===== src/sv/assert_macros.svh =====
// Assertion macros shared by the stencil RTL.
`ifndef ASSERT_MACROS_SVH
`define ASSERT_MACROS_SVH

// Property that must hold at every clock edge outside reset.
`define LBS_ASSERT(label, prop, msg) \
  label: assert property (@(posedge clk_i) disable iff (!rst_ni) prop) else $error(msg);

// Condition that must never be true outside reset.
`define LBS_ASSERT_NEVER(label, cond, msg) \
  label: assert property (@(posedge clk_i) disable iff (!rst_ni) !(cond)) else $error(msg);

`endif


===== src/sv/lbs_pkg.sv =====
// Package with widths, constants and the stencil tap table of the stencil block.
`timescale 1ns / 1ps

package lbs_pkg;

  localparam int unsigned GRID_SIZE_DEF = 64;
  localparam int unsigned COORD_W       = 6;
  localparam int unsigned DATA_W        = 32;
  localparam int unsigned WGT_W         = 20;
  localparam int unsigned PROD_W        = DATA_W + WGT_W;
  // The sum of all weight magnitudes is 1070440, so the sum of 37 products
  // stays below 2^53 in magnitude.
  localparam int unsigned ACC_W         = PROD_W + 2;
  localparam int unsigned OUT_W         = 48;

  localparam int unsigned NUM_TAPS      = 37;
  localparam int unsigned TAP_W         = $clog2(NUM_TAPS);

  // Item modes.
  localparam logic MODE_WRITE   = 1'b0;
  localparam logic MODE_COMPUTE = 1'b1;

  // Result is round(-sum / 9216); 9216 = 2^10 * 9.
  localparam int unsigned ROUND_BIAS    = 4608;
  localparam int unsigned DIV_SHIFT     = 10;
  localparam int unsigned DIV_BY        = 9;
  localparam int unsigned RECIP         = 7282;
  localparam int unsigned RECIP_SHIFT   = 16;
  localparam int unsigned DIGIT_W       = 8;
  localparam int unsigned REM_W         = 4;
  localparam int unsigned DIV_STEPS     = OUT_W / DIGIT_W;

  typedef struct packed {
    logic signed [2:0]       dr;
    logic signed [2:0]       dc;
    logic signed [WGT_W-1:0] w;
  } tap_t;

  function automatic tap_t mk_tap(int dr, int dc, int w);
    tap_t t;
    t.dr = 3'(dr);
    t.dc = 3'(dc);
    t.w  = WGT_W'(w);
    return t;
  endfunction

  // Combined weight per tap: 240 * (Laplacian * 60) + 125 * (biharmonic * 180).
  function automatic tap_t tap_info(logic [TAP_W-1:0] k);
    tap_t t;
    case (k)
      6'd0:    t = mk_tap(-3, -1,  -2125);
      6'd1:    t = mk_tap(-3,  0,    500);
      6'd2:    t = mk_tap(-3,  1,  -2125);
      6'd3:    t = mk_tap(-2, -2,  -3625);
      6'd4:    t = mk_tap(-2, -1,  23020);
      6'd5:    t = mk_tap(-2,  0,   5010);
      6'd6:    t = mk_tap(-2,  1,  23020);
      6'd7:    t = mk_tap(-2,  2,  -3625);
      6'd8:    t = mk_tap(-1, -3,  -2125);
      6'd9:    t = mk_tap(-1, -2,  23020);
      6'd10:   t = mk_tap(-1, -1, -42910);
      6'd11:   t = mk_tap(-1,  0, -83020);
      6'd12:   t = mk_tap(-1,  1, -42910);
      6'd13:   t = mk_tap(-1,  2,  23020);
      6'd14:   t = mk_tap(-1,  3,  -2125);
      6'd15:   t = mk_tap( 0, -3,    500);
      6'd16:   t = mk_tap( 0, -2,   5010);
      6'd17:   t = mk_tap( 0, -1, -83020);
      6'd18:   t = mk_tap( 0,  0, 329020);
      6'd19:   t = mk_tap( 0,  1, -83020);
      6'd20:   t = mk_tap( 0,  2,   5010);
      6'd21:   t = mk_tap( 0,  3,    500);
      6'd22:   t = mk_tap( 1, -3,  -2125);
      6'd23:   t = mk_tap( 1, -2,  23020);
      6'd24:   t = mk_tap( 1, -1, -42910);
      6'd25:   t = mk_tap( 1,  0, -83020);
      6'd26:   t = mk_tap( 1,  1, -42910);
      6'd27:   t = mk_tap( 1,  2,  23020);
      6'd28:   t = mk_tap( 1,  3,  -2125);
      6'd29:   t = mk_tap( 2, -2,  -3625);
      6'd30:   t = mk_tap( 2, -1,  23020);
      6'd31:   t = mk_tap( 2,  0,   5010);
      6'd32:   t = mk_tap( 2,  1,  23020);
      6'd33:   t = mk_tap( 2,  2,  -3625);
      6'd34:   t = mk_tap( 3, -1,  -2125);
      6'd35:   t = mk_tap( 3,  0,    500);
      6'd36:   t = mk_tap( 3,  1,  -2125);
      default: t = mk_tap( 0,  0,      0);
    endcase
    return t;
  endfunction

endpackage


===== src/sv/lbs_round_div.sv =====
// Rounding division of the stencil sum by 9216 with negation and saturation.
`timescale 1ns / 1ps
`include "assert_macros.svh"

module lbs_round_div (
  input  logic                             clk_i,
  input  logic                             rst_ni,
  input  logic                             start_i,
  input  logic signed [lbs_pkg::ACC_W-1:0] sum_i,
  output logic                             done_o,
  output logic        [lbs_pkg::OUT_W-1:0] derivative_o,
  output logic                             saturated_o
);

  localparam int unsigned AccW   = lbs_pkg::ACC_W;
  localparam int unsigned OutW   = lbs_pkg::OUT_W;
  localparam int unsigned DigW   = lbs_pkg::DIGIT_W;
  localparam int unsigned RemW   = lbs_pkg::REM_W;
  localparam int unsigned VW     = RemW + DigW;
  localparam int unsigned PW     = 2 * VW;
  localparam int unsigned CntW   = $clog2(lbs_pkg::DIV_STEPS);

  typedef enum logic [3:0] {
    D_IDLE  = 4'b0001,
    D_ROUND = 4'b0010,
    D_STEP  = 4'b0100,
    D_FIN   = 4'b1000
  } dstate_e;

  dstate_e          state_q, state_d;
  logic [AccW-1:0]  mag_q, mag_d;
  logic             neg_q, neg_d;
  logic [OutW-1:0]  div_q, div_d;
  logic [RemW-1:0]  rem_q, rem_d;
  logic [CntW-1:0]  cnt_q, cnt_d;
  logic             done_q, done_d;
  logic [OutW-1:0]  res_q, res_d;
  logic             sat_q, sat_d;

  logic [AccW:0]    rnd;
  logic [VW-1:0]    v;
  logic [PW-1:0]    prod;
  logic [DigW-1:0]  qd;

  always_comb begin
    rnd  = (AccW+1)'(mag_q) + (AccW+1)'(lbs_pkg::ROUND_BIAS);
    v    = {rem_q, div_q[OutW-1 -: DigW]};
    // Quotient digit of v / 9 by reciprocal; exact for all v below 9 * 256.
    prod = PW'(v) * PW'(lbs_pkg::RECIP);
    qd   = prod[lbs_pkg::RECIP_SHIFT +: DigW];
  end

  always_comb begin
    state_d = state_q;
    mag_d   = mag_q;
    neg_d   = neg_q;
    div_d   = div_q;
    rem_d   = rem_q;
    cnt_d   = cnt_q;
    done_d  = 1'b0;
    res_d   = res_q;
    sat_d   = sat_q;
    unique case (state_q)
      D_IDLE: begin
        if (start_i) begin
          mag_d   = sum_i[AccW-1] ? AccW'(-sum_i) : AccW'(sum_i);
          // The result is negated exactly when the sum is positive.
          neg_d   = !sum_i[AccW-1] && (sum_i != '0);
          state_d = D_ROUND;
        end
      end
      D_ROUND: begin
        div_d   = OutW'(rnd >> lbs_pkg::DIV_SHIFT);
        rem_d   = '0;
        cnt_d   = '0;
        state_d = D_STEP;
      end
      D_STEP: begin
        rem_d = RemW'(v - VW'(qd) * VW'(lbs_pkg::DIV_BY));
        div_d = {div_q[OutW-DigW-1:0], qd};
        cnt_d = cnt_q + 1'b1;
        if (cnt_q == CntW'(lbs_pkg::DIV_STEPS - 1)) begin
          state_d = D_FIN;
        end
      end
      D_FIN: begin
        sat_d = 1'b0;
        if (!neg_q && div_q[OutW-1]) begin
          res_d = {1'b0, {(OutW-1){1'b1}}};
          sat_d = 1'b1;
        end else if (neg_q && div_q[OutW-1] && (div_q[OutW-2:0] != '0)) begin
          res_d = {1'b1, {(OutW-1){1'b0}}};
          sat_d = 1'b1;
        end else begin
          res_d = neg_q ? OutW'(-div_q) : div_q;
        end
        done_d  = 1'b1;
        state_d = D_IDLE;
      end
      default: state_d = D_IDLE;
    endcase
  end

  always_ff @(posedge clk_i or negedge rst_ni) begin
    if (!rst_ni) begin
      state_q <= D_IDLE;
      cnt_q   <= '0;
      done_q  <= 1'b0;
    end else begin
      state_q <= state_d;
      cnt_q   <= cnt_d;
      done_q  <= done_d;
    end
  end

  always_ff @(posedge clk_i) begin
    mag_q <= mag_d;
    neg_q <= neg_d;
    div_q <= div_d;
    rem_q <= rem_d;
    res_q <= res_d;
    sat_q <= sat_d;
  end

  assign done_o       = done_q;
  assign derivative_o = res_q;
  assign saturated_o  = sat_q;

  `LBS_ASSERT(a_rem_below_divisor, state_q == D_STEP |-> rem_q < RemW'(lbs_pkg::DIV_BY), "division remainder out of range")
  `LBS_ASSERT(a_done_returns_idle, done_q |-> state_q == D_IDLE, "divider done outside idle")
  `LBS_ASSERT_NEVER(a_no_saturation, done_q && sat_q, "stencil sum exceeded the result range")

endmodule


===== config.mk =====
export PLATFORM = sky130hd
export DESIGN_NAME = lbs_round_div
export DESIGN_NICKNAME = d
export VERILOG_FILES = /design/src/sv/lbs_pkg.sv /design/src/sv/lbs_round_div.sv
export VERILOG_INCLUDE_DIRS = /design/src /design/src/sv
export SDC_FILE = /design/constraint.sdc
export NUM_CORES = 1
export LEC_CHECK = 0
export CORE_MARGIN = 8
export CORE_UTILIZATION = 54
export CTS_BUF_LIST = sky130_fd_sc_hd__clkbuf_4 sky130_fd_sc_hd__clkbuf_8
export DETAILED_ROUTE_END_ITERATION = 10
export DONT_BUFFER_PORTS = 1
export PLACE_DENSITY = 0.72
export SLEW_MARGIN = 20
export SYNTH_ARGS = -nofsm -noshare
export SYNTH_HDL_FRONTEND = slang
export SYNTH_SLANG_ARGS = --single-unit

===== constraint.sdc =====
create_clock -name clk_i -period 5.75 [get_ports clk_i]
set_input_delay 1.15 -clock clk_i [delete_from_list [all_inputs] [get_ports clk_i]]
set_output_delay 1.15 -clock clk_i [all_outputs]
set_load 0.01 [all_outputs]

---- Yosys cells after proc, flatten, opt, wreduce, memory -nomap -nowiden ----
Index checks and enable logic that the tools add are counted.
cells by class
  multipliers ............................. 2
  add/sub/neg operators ................... 5
  reduce and logical (&&, ||, !) cells .... 11
  equal/unequal tests ..................... 7
  muxes and demuxes ....................... 11
operators with widths
  operator                                                               count
  48-bit two-way mux                                                     2
  48-bit case mux with 2 select lines                                    1
  54-bit by 13-bit adder with 55-bit output, second input constant       1
  54-bit negation                                                        1
  54-bit nonzero test                                                    1
  53-bit two-way mux                                                     1
  48-bit negation                                                        1
  47-bit nonzero test                                                    1
  12-bit by 12-bit multiplier with 23-bit output, second input constant  1
  4-bit case mux with 3 select lines                                     1
  8-bit by 4-bit multiplier with 4-bit output, second input constant     1
  4-bit two-way mux                                                      2
  4-bit case mux with 2 select lines                                     1
  3-bit case mux with 2 select lines                                     1
  4-bit by 1-bit equality test with 1-bit output, second input constant  1
  4-bit by 2-bit equality test with 1-bit output, second input constant  1
  4-bit by 3-bit equality test with 1-bit output, second input constant  1
  4-bit equality test, second input constant                             1
  1-bit logical AND                                                      4
  2-bit inequality test, second input constant                           2
  2-bit AND reduction                                                    2
  4-bit subtractor                                                       1
  3-bit by 1-bit adder with 3-bit output, second input constant          1
  3-bit equality test, second input constant                             1
  3 further kinds                                                        5
word-level totals
  register bits after elaboration ......... 164
  logic and storage cells ................. 46
  output and inout port bits .............. 50

---- Longest topological paths before layout ----
Gate-level depths: netlist (run 1).
  depth after elaboration ................. 4
  mapped depth ............................ 27
  gate-level depth less buffers ........... 26

---- Worst setup path after synthesis (run 1) ----
No wires, ideal clock.
  kind .................................... flip-flop to flip-flop
  start ................................... register state_q[3]
  end ..................................... register done_q (netlist: done_o)
  slack ................................... -481 ps
  arrival ................................. 5586 ps
  period minus slack after synthesis ...... 6231 ps
  data required time ...................... 5106 ps
  path buffers ............................ 0
  cell stages (with the launch flop) ...... 2
  library setup time ...................... 644 ps
  cell sequence ........................... dfrtp_1 -> nor4b_1
between the ends
  word-level cells in the longest chain between the ends .. 2
RTL lines
  item                    line                  source
  start, declared         lbs_round_div.sv:30   dstate_e state_q, state_d;
  start signal, assigned  lbs_round_div.sv:110  state_q <= state_d;
  4-bit equality test     lbs_round_div.sv:63   unique case (state_q)
  1-bit two-way mux       lbs_round_div.sv:63
  via done_d              lbs_round_div.sv:36   logic done_q, done_d;
  end signal, assigned    lbs_round_div.sv:112  done_q <= done_d;
  end, declared           lbs_round_div.sv:36
The timed path passes the listed nets, and every way through them passes these cells.
A chain may end at the register's enable or synchronous reset.

---- Final worst setup path (run 1) ----
  start ................................... register div_q[44]
  end ..................................... register rem_q[3], data pin
between the ends
  word-level cells in the longest chain between the ends .. 4
RTL lines
  item                                            line                  source
  start, declared                                 lbs_round_div.sv:33   logic [OutW-1:0] div_q, div_d;
  start signal, assigned                          lbs_round_div.sv:119  div_q <= div_d;
  12-bit by 12-bit multiplier with 23-bit output  lbs_round_div.sv:49   prod = PW'(v) * PW'(lbs_pkg::RECIP);
  8-bit by 4-bit multiplier with 4-bit output     lbs_round_div.sv:79   rem_d = RemW'(v - VW'(qd) * VW'(lbs_pkg::DIV_BY));
  4-bit subtractor                                lbs_round_div.sv:79
  4-bit case mux with 2 select lines              lbs_round_div.sv:63
  end signal, assigned                            lbs_round_div.sv:120  rem_q <= rem_d;
  end, declared                                   lbs_round_div.sv:34   logic [RemW-1:0] rem_q, rem_d;
No other way between the ends.

==> results of run 1 <==
cells in the mapped netlist, types with 19 or more instances:
cell	n	share of area, %
xor2_1	27	2.2
ha_1	80	9.2
o21ai_0	89	4.1
xnor2_1	76	6.1
nor3_1	38	1.8
o311ai_0	21	1.7
nand4_1	19	1.1
clkbuf_1	33	1.1
fa_1	32	5.9
nand3_1	28	1.3
nor2_1	66	2.3
a21oi_1	38	1.8
edfxtp_1	147	41
o31ai_1	20	1.4
inv_1	87	3.0
nand2_1	107	3.7
per-stage QoR:
stage	cell area, um^2	setup TNS, ns	worst slack (ns)	cells	utilization [%]
global route	11880	-0.4123	-0.3268	1379	59.45
detailed placement	11350	-0.07130	-0.07130	1341	56.85
global placement	11350	0	0.03647	1341	56.85
floorplan	10870	-0.1254	-0.1254	1071	-
finish	11880	-0.04436	-0.04436	1379	59.45
CTS	11840	-0.01416	-0.01416	1378	59.26
layout by cell type (no fill, tap or decap), types with 32 or more instances in the layout:
cell	count
fa_1	32
xnor2_1	74
a21oi_1	36
edfxtp_1	147
o21ai_0	87
ha_1	76
buf_4	42
nand2_1	107
nor3_1	37
nor2_1	64
inv_1	82
how the worst max path moves through the flow:
stage	to	slack [ns]	from
2_1_floorplan	rem_q[3]	-0.13	div_q[42]
3_3_place_gp	rem_q[3]	0.04	div_q[47]
3_5_place_dp	rem_q[3]	-0.07	div_q[47]
4_1_cts	rem_q[3]	-0.01	div_q[46]
5_1_grt	rem_q[3]	-0.33	div_q[47]
6_report	rem_q[3]	-0.04	div_q[44]
state kept, by name, summed over array words and instances, names as in the netlist:
signal        cells
rem_q             4
state_q           4
derivative_o     48
mag_q            45
cnt_q             3
div_q            48
saturated_o       1
neg_q             1
done_o            1
timing repair:
| item | 4_1_cts | 5_1_grt |
|---|---|---|
| cloned | 0 | 0 |
| pin swaps | 11 | 3 |
| setup endpoints to repair | 1 | 2 |
| resized for setup | 8 | 2 |
| buffers inserted | 5 | 0 |
routing by layer:
metal	up-vias	part of all wire, %	GRT usage (%)
li1	3941	-	-
met1	3825	46	30.34
met2	358	44	31.78
met3	33	8.3	4.941
met4	0	1.3	4.941
met5	-	0	0
cells by family after synthesis:
| logic type | Yosys count |
|---|---|
| flops | 155 |
| buf+inv | 125 |
| mux | 3 |
| xor+xnor | 103 |
| fa+ha+maj | 112 |
| compound gates | 212 |
| simple gates | 361 |
layout make-up:
| class | instances | area share, % |
|---|---|---|
| clock inverter | 11 | 1.201 |
| multi-input combinational | 791 | 49.09 |
| timing repair buffer | 43 | 2.887 |
| sequential | 155 | 38.87 |
| inverter | 88 | 2.782 |
| tap | 270 | 2.845 |
| clock buffer | 21 | 2.329 |
==> flow_summary.json, run 1 <==
{
  "io_pins": 107,
  "synth_enable_flop_cells": 147,
  "vias": 8157,
  "crit_family": "adder cells",
  "dieArea_um2": 24850,
  "clk_latency_ns": 0.46,
  "dr.pass1.iters": 6,
  "cts_tree": "yes",
  "drt-wirelength-per-cell_um": 18.45,
  "hold_slack_ns": 0.3827,
  "synth_top_family_by_area": "simple AND/OR/NAND/NOR gates",
  "h-tree-depth": 4,
  "ant_nets": 0,
  "tightestPinTransition_ns": 0.7919,
  "max_stage_delay_ns": 0.54,
  "synth_compound_area_share_pct": 12.40,
  "ff2ff_setup_slack_ns": -0.04,
  "core-area_um2": 19970,
  "regArea_um2": 4616,
  "gp_congestion": 0.9096,
  "initial_core_util_pct": 54.24,
  "slew_headroom_pct": 46.80,
  "cts_max_path_buffers": 2,
  "failed_checks": "setup timing",
  "slew_violations": 0,
  "grt-ovfl-total": 0,
  "dieWidth_um": 157.6,
  "muxShareOfSynthArea_pct": 0.2772,
  "period_share_pct": 100.8,
  "wirelength_um": 25450,
  "hold_viol": 0,
  "clock_tree.root_cell": "clkbuf_8",
  "arrival_ns": 6.01,
  "yosysSeqAreaShare_pct": 42.60,
  "worst-path-stages": 23,
  "maxCapViolCount": 0,
  "drt_iter0_drc": 761,
  "yosys_warnings": 0,
  "critPathRequiredTime_ns": 5.96,
  "period_minus_slack_ns": 5.794,
  "detail_route.vias_per_cell": 5.915,
  "row_count": 52,
  "synthAdderAreaFrac_pct": 15.15,
  "setup_viol": 1,
  "antenna_cells": 0,
  "crit_fanout": 4,
  "r2r_cells": 23,
  "synth-simple-area-share_pct": 16.90,
  "synth-xor-area-share_pct": 8.327,
  "antenna_found_initial": 0,
  "synth_area_um2": 10830,
  "path_buf_inv": 5,
  "grt_pass1_vias": 7888,
  "synthCells": 1071,
  "ys_ff_latch": 155,
  "cp_slowest_cell": "edfxtp_1",
  "final_nets": 1265,
  "worst_slack_ns": -0.04436,
  "skew_ns": 0.01405,
  "fillCellCount": 1681,
  "multi_input_area_um2": 5829,
  "status": "finished, violations left",
  "worstPathCellList": "inv_2 > fa_1 > inv_1 > ha_1 > inv_1 > fa_1 > inv_1 > fa_1 > ha_1 > ha_1 > and3_1 > o311ai_1 > nand3_1 > xor2_2 > fa_1 > inv_2 > ha_1 > o21ai_1 > nand2b_1 > a21oi_2 > xnor2_1 > xnor2_1 > mux2i_1",
  "r2r-start": "div_q[44]",
  "startpoint_type": "flop",
  "cts-buffers-inserted": 17,
  "syn_area_per_cell_um2": 10.12,
  "critPathKind": "reg2reg",
  "cts_hold_buf": 0,
  "hpwl_um": 19470,
  "synth_fp_nets": 1240,
  "syn2layout_area_growth_pct": 9.608,
  "path_clk_slew_ns": 0.09,
  "fmaxAchievable_mhz": 172.6,
  "grt_max_degree": 82,
  "clock_sinks": 155,
  "grt.total_usage_pct": 21.13,
  "grt_pass1_wl_um": 41230,
  "ys.flop_type": "edfxtp_1",
  "drive_gt1_share_pct": 9.829,
  "port_buffers": 0,
  "drcViolationCount": 0,
  "rsz0062_at_grt": "true",
  "hp-class": "in2async",
  "async_flop_share_pct": 5.161,
  "die_h_um": 157.6,
  "ys_types": 63,
  "crit_path_end_kind": "flop",
  "r2r_end": "rem_q[3]"
}
Power of run 1 is left out: the tool's default activity adds up to more than one toggle a clock period on the data nets, which glitch-free logic cannot reach.
==> run 2, diff against run 1 <==
--- a/config.mk
+++ b/config.mk
@@ -12,6 +12,7 @@
 export DETAILED_ROUTE_END_ITERATION = 10
 export DONT_BUFFER_PORTS = 1
 export PLACE_DENSITY = 0.72
+export SKIP_LAST_GASP = 1
 export SLEW_MARGIN = 20
 export SYNTH_ARGS = -nofsm -noshare
 export SYNTH_HDL_FRONTEND = slang
==> run 2 against run 1 <==
Against the previous run: highest routed layer unchanged; critical endpoint unchanged; clock skew fell by 0.00073 ns; critical path depth did not move; via count fell by 0.29%; the run still ends with setup timing left; fmax fell by 0.34%; cell area did not move; register-to-register slack got worse by 0.02 ns.
==> flow_summary.json, run 2 (synthesized netlist as in run 1, its figures left out) <==
{
  "clock_tree.root_cell": "clkbuf_8",
  "cts-buffers-inserted": 17,
  "syn2layout_area_growth_pct": 9.608,
  "startpoint_type": "flop",
  "period_share_pct": 101.1,
  "ant_nets": 0,
  "grt_max_degree": 82,
  "rsz0062_at_grt": "true",
  "dieWidth_um": 157.6,
  "clk_latency_ns": 0.46,
  "maxCapViolCount": 0,
  "slew_violations": 0,
  "failed_checks": "setup timing",
  "worstPathCellList": "inv_2 > fa_1 > inv_1 > ha_1 > inv_1 > fa_1 > inv_1 > fa_1 > ha_1 > ha_1 > and3_1 > o311ai_1 > nand3_1 > xor2_2 > fa_1 > inv_2 > ha_1 > o21ai_1 > nand2b_1 > a21oi_2 > xnor2_1 > xnor2_1 > mux2i_1",
  "antenna_cells": 0,
  "r2r_cells": 23,
  "drcViolationCount": 0,
  "status": "finished, violations left",
  "cp_slowest_cell": "edfxtp_1",
  "slew_headroom_pct": 49.10,
  "dp.cells": 1341,
  "worst_slack_ns": -0.06416,
  "crit_fanout": 4,
  "path_clk_slew_ns": 0.09,
  "cts_hold_buf": 0,
  "port_buffers": 0,
  "vias": 8133,
  "fillCellCount": 1681,
  "arrival_ns": 6.02,
  "h-tree-depth": 4,
  "hold_viol": 0,
  "ff2ff_setup_slack_ns": -0.06,
  "row_count": 52,
  "final_common_cell": "edfxtp_1",
  "period_minus_slack_ns": 5.814,
  "hp-class": "in2async",
  "tightestPinTransition_ns": 0.7577,
  "r2r-start": "div_q[44]",
  "grt_pass1_wl_um": 41230,
  "final_nets": 1265,
  "hpwl_um": 19470,
  "grt.total_usage_pct": 21.13,
  "fmaxAchievable_mhz": 172.0,
  "stdcell_count": 1379,
  "drt_iter0_drc": 780,
  "cts_tree": "yes",
  "antenna_found_initial": 0,
  "die_h_um": 157.6,
  "cp-startpoint": "div_q[44]",
  "cts_max_path_buffers": 2,
  "skew_ns": 0.01332,
  "setup_viol": 1,
  "r2r_end": "rem_q[3]",
  "drive_gt1_share_pct": 9.829,
  "grt_pass1_vias": 7888,
  "io_pins": 107,
  "gp_congestion": 0.9096,
  "wirelength_um": 25430,
  "grt-ovfl-total": 0,
  "detail_route.vias_per_cell": 5.898,
  "critPathRequiredTime_ns": 5.96,
  "initial_core_util_pct": 54.24,
  "core-area_um2": 19970,
  "setup_tns_ns": -0.06416,
  "clock_sinks": 155,
  "critPathKind": "reg2reg",
  "drt-wirelength-per-cell_um": 18.44,
  "mostFrequentLayoutCells": "edfxtp_1 (147), nand2_1 (107), o21ai_0 (87), inv_1 (82), ha_1 (76)",
  "max_stage_delay_ns": 0.55,
  "dr.pass1.iters": 6,
  "dieArea_um2": 24850,
  "crit_path_end_kind": "flop"
}
==> run 2: cell counts in the layout (fill, tap and decap cells not counted) <==
No cell type changed its count.
==> run 2: what timing repair did <==
action | in CTS | in global routing
endpoints found under the hold margin | 0 | 0
gates resized for setup | 8 | 2
gates cloned | 0 | 0
setup buffers | 5 | 0
endpoints found under the setup margin | 1 | 2
pin swaps | 10 | 3
==> run 2: how the worst max path moves through the flow <==
stage,end,slack (ns)
finish,rem_q[3],-0.06
global route,rem_q[3],-0.33
CTS,rem_q[3],-0.02
detailed placement,rem_q[3],-0.07
global placement,rem_q[3],0.04
floorplan,rem_q[3],-0.13
==> run 2: worst max-delay path, delay by kind of cell (launching register included) <==
kind,cells,cell delay [ns]
adders and majority gates,8,3.22
AOI/OAI and AO/OA,3,0.34
buffers and inverters,5,0.29
muxes,1,0.09
DFF,1,0.55
xor gates and xnor gates,3,0.57
and+or+nand+nor,3,0.53
==> run 2: final cells by class <==
| cell class | instances | area, um^2 | share of cell area, % |
|---|---|---|---|
| Inverter | 88 | 330.3 | 2.782 |
| Sequential cell | 155 | 4616 | 38.87 |
| Multi-Input combinational cell | 791 | 5829 | 49.09 |
| Timing Repair Buffer | 43 | 342.8 | 2.887 |
| Tap cell | 270 | 337.8 | 2.845 |
| Clock buffer | 21 | 276.5 | 2.329 |
| Clock inverter | 11 | 142.6 | 1.201 |
==> run 2: layer usage <==
| metal | track usage, % | vias to the layer above | part of all wire (%) |
|---|---|---|---|
| met1 | 30.34 | 3781 | 46 |
| met5 | 0 | - | 0 |
| li1 | - | 3941 | - |
| met4 | 4.941 | 0 | 1.3 |
| met3 | 4.941 | 33 | 8.9 |
| met2 | 31.78 | 378 | 44 |
==> run 2: stage by stage <==
step	hold slack [ns]	worst slack [ns]	utilization, %	cell area [um^2]
5_1_grt	0.3429	-0.3268	59.45	11880
2_1_floorplan	0.4570	-0.1254	-	10870
6_report	0.3833	-0.06416	59.45	11880
3_3_place_gp	0.4918	0.03647	56.85	11350
3_5_place_dp	0.4869	-0.07130	56.85	11350
4_1_cts	0.3567	-0.01607	59.26	11840
Power of run 2 is left out for the same reason.
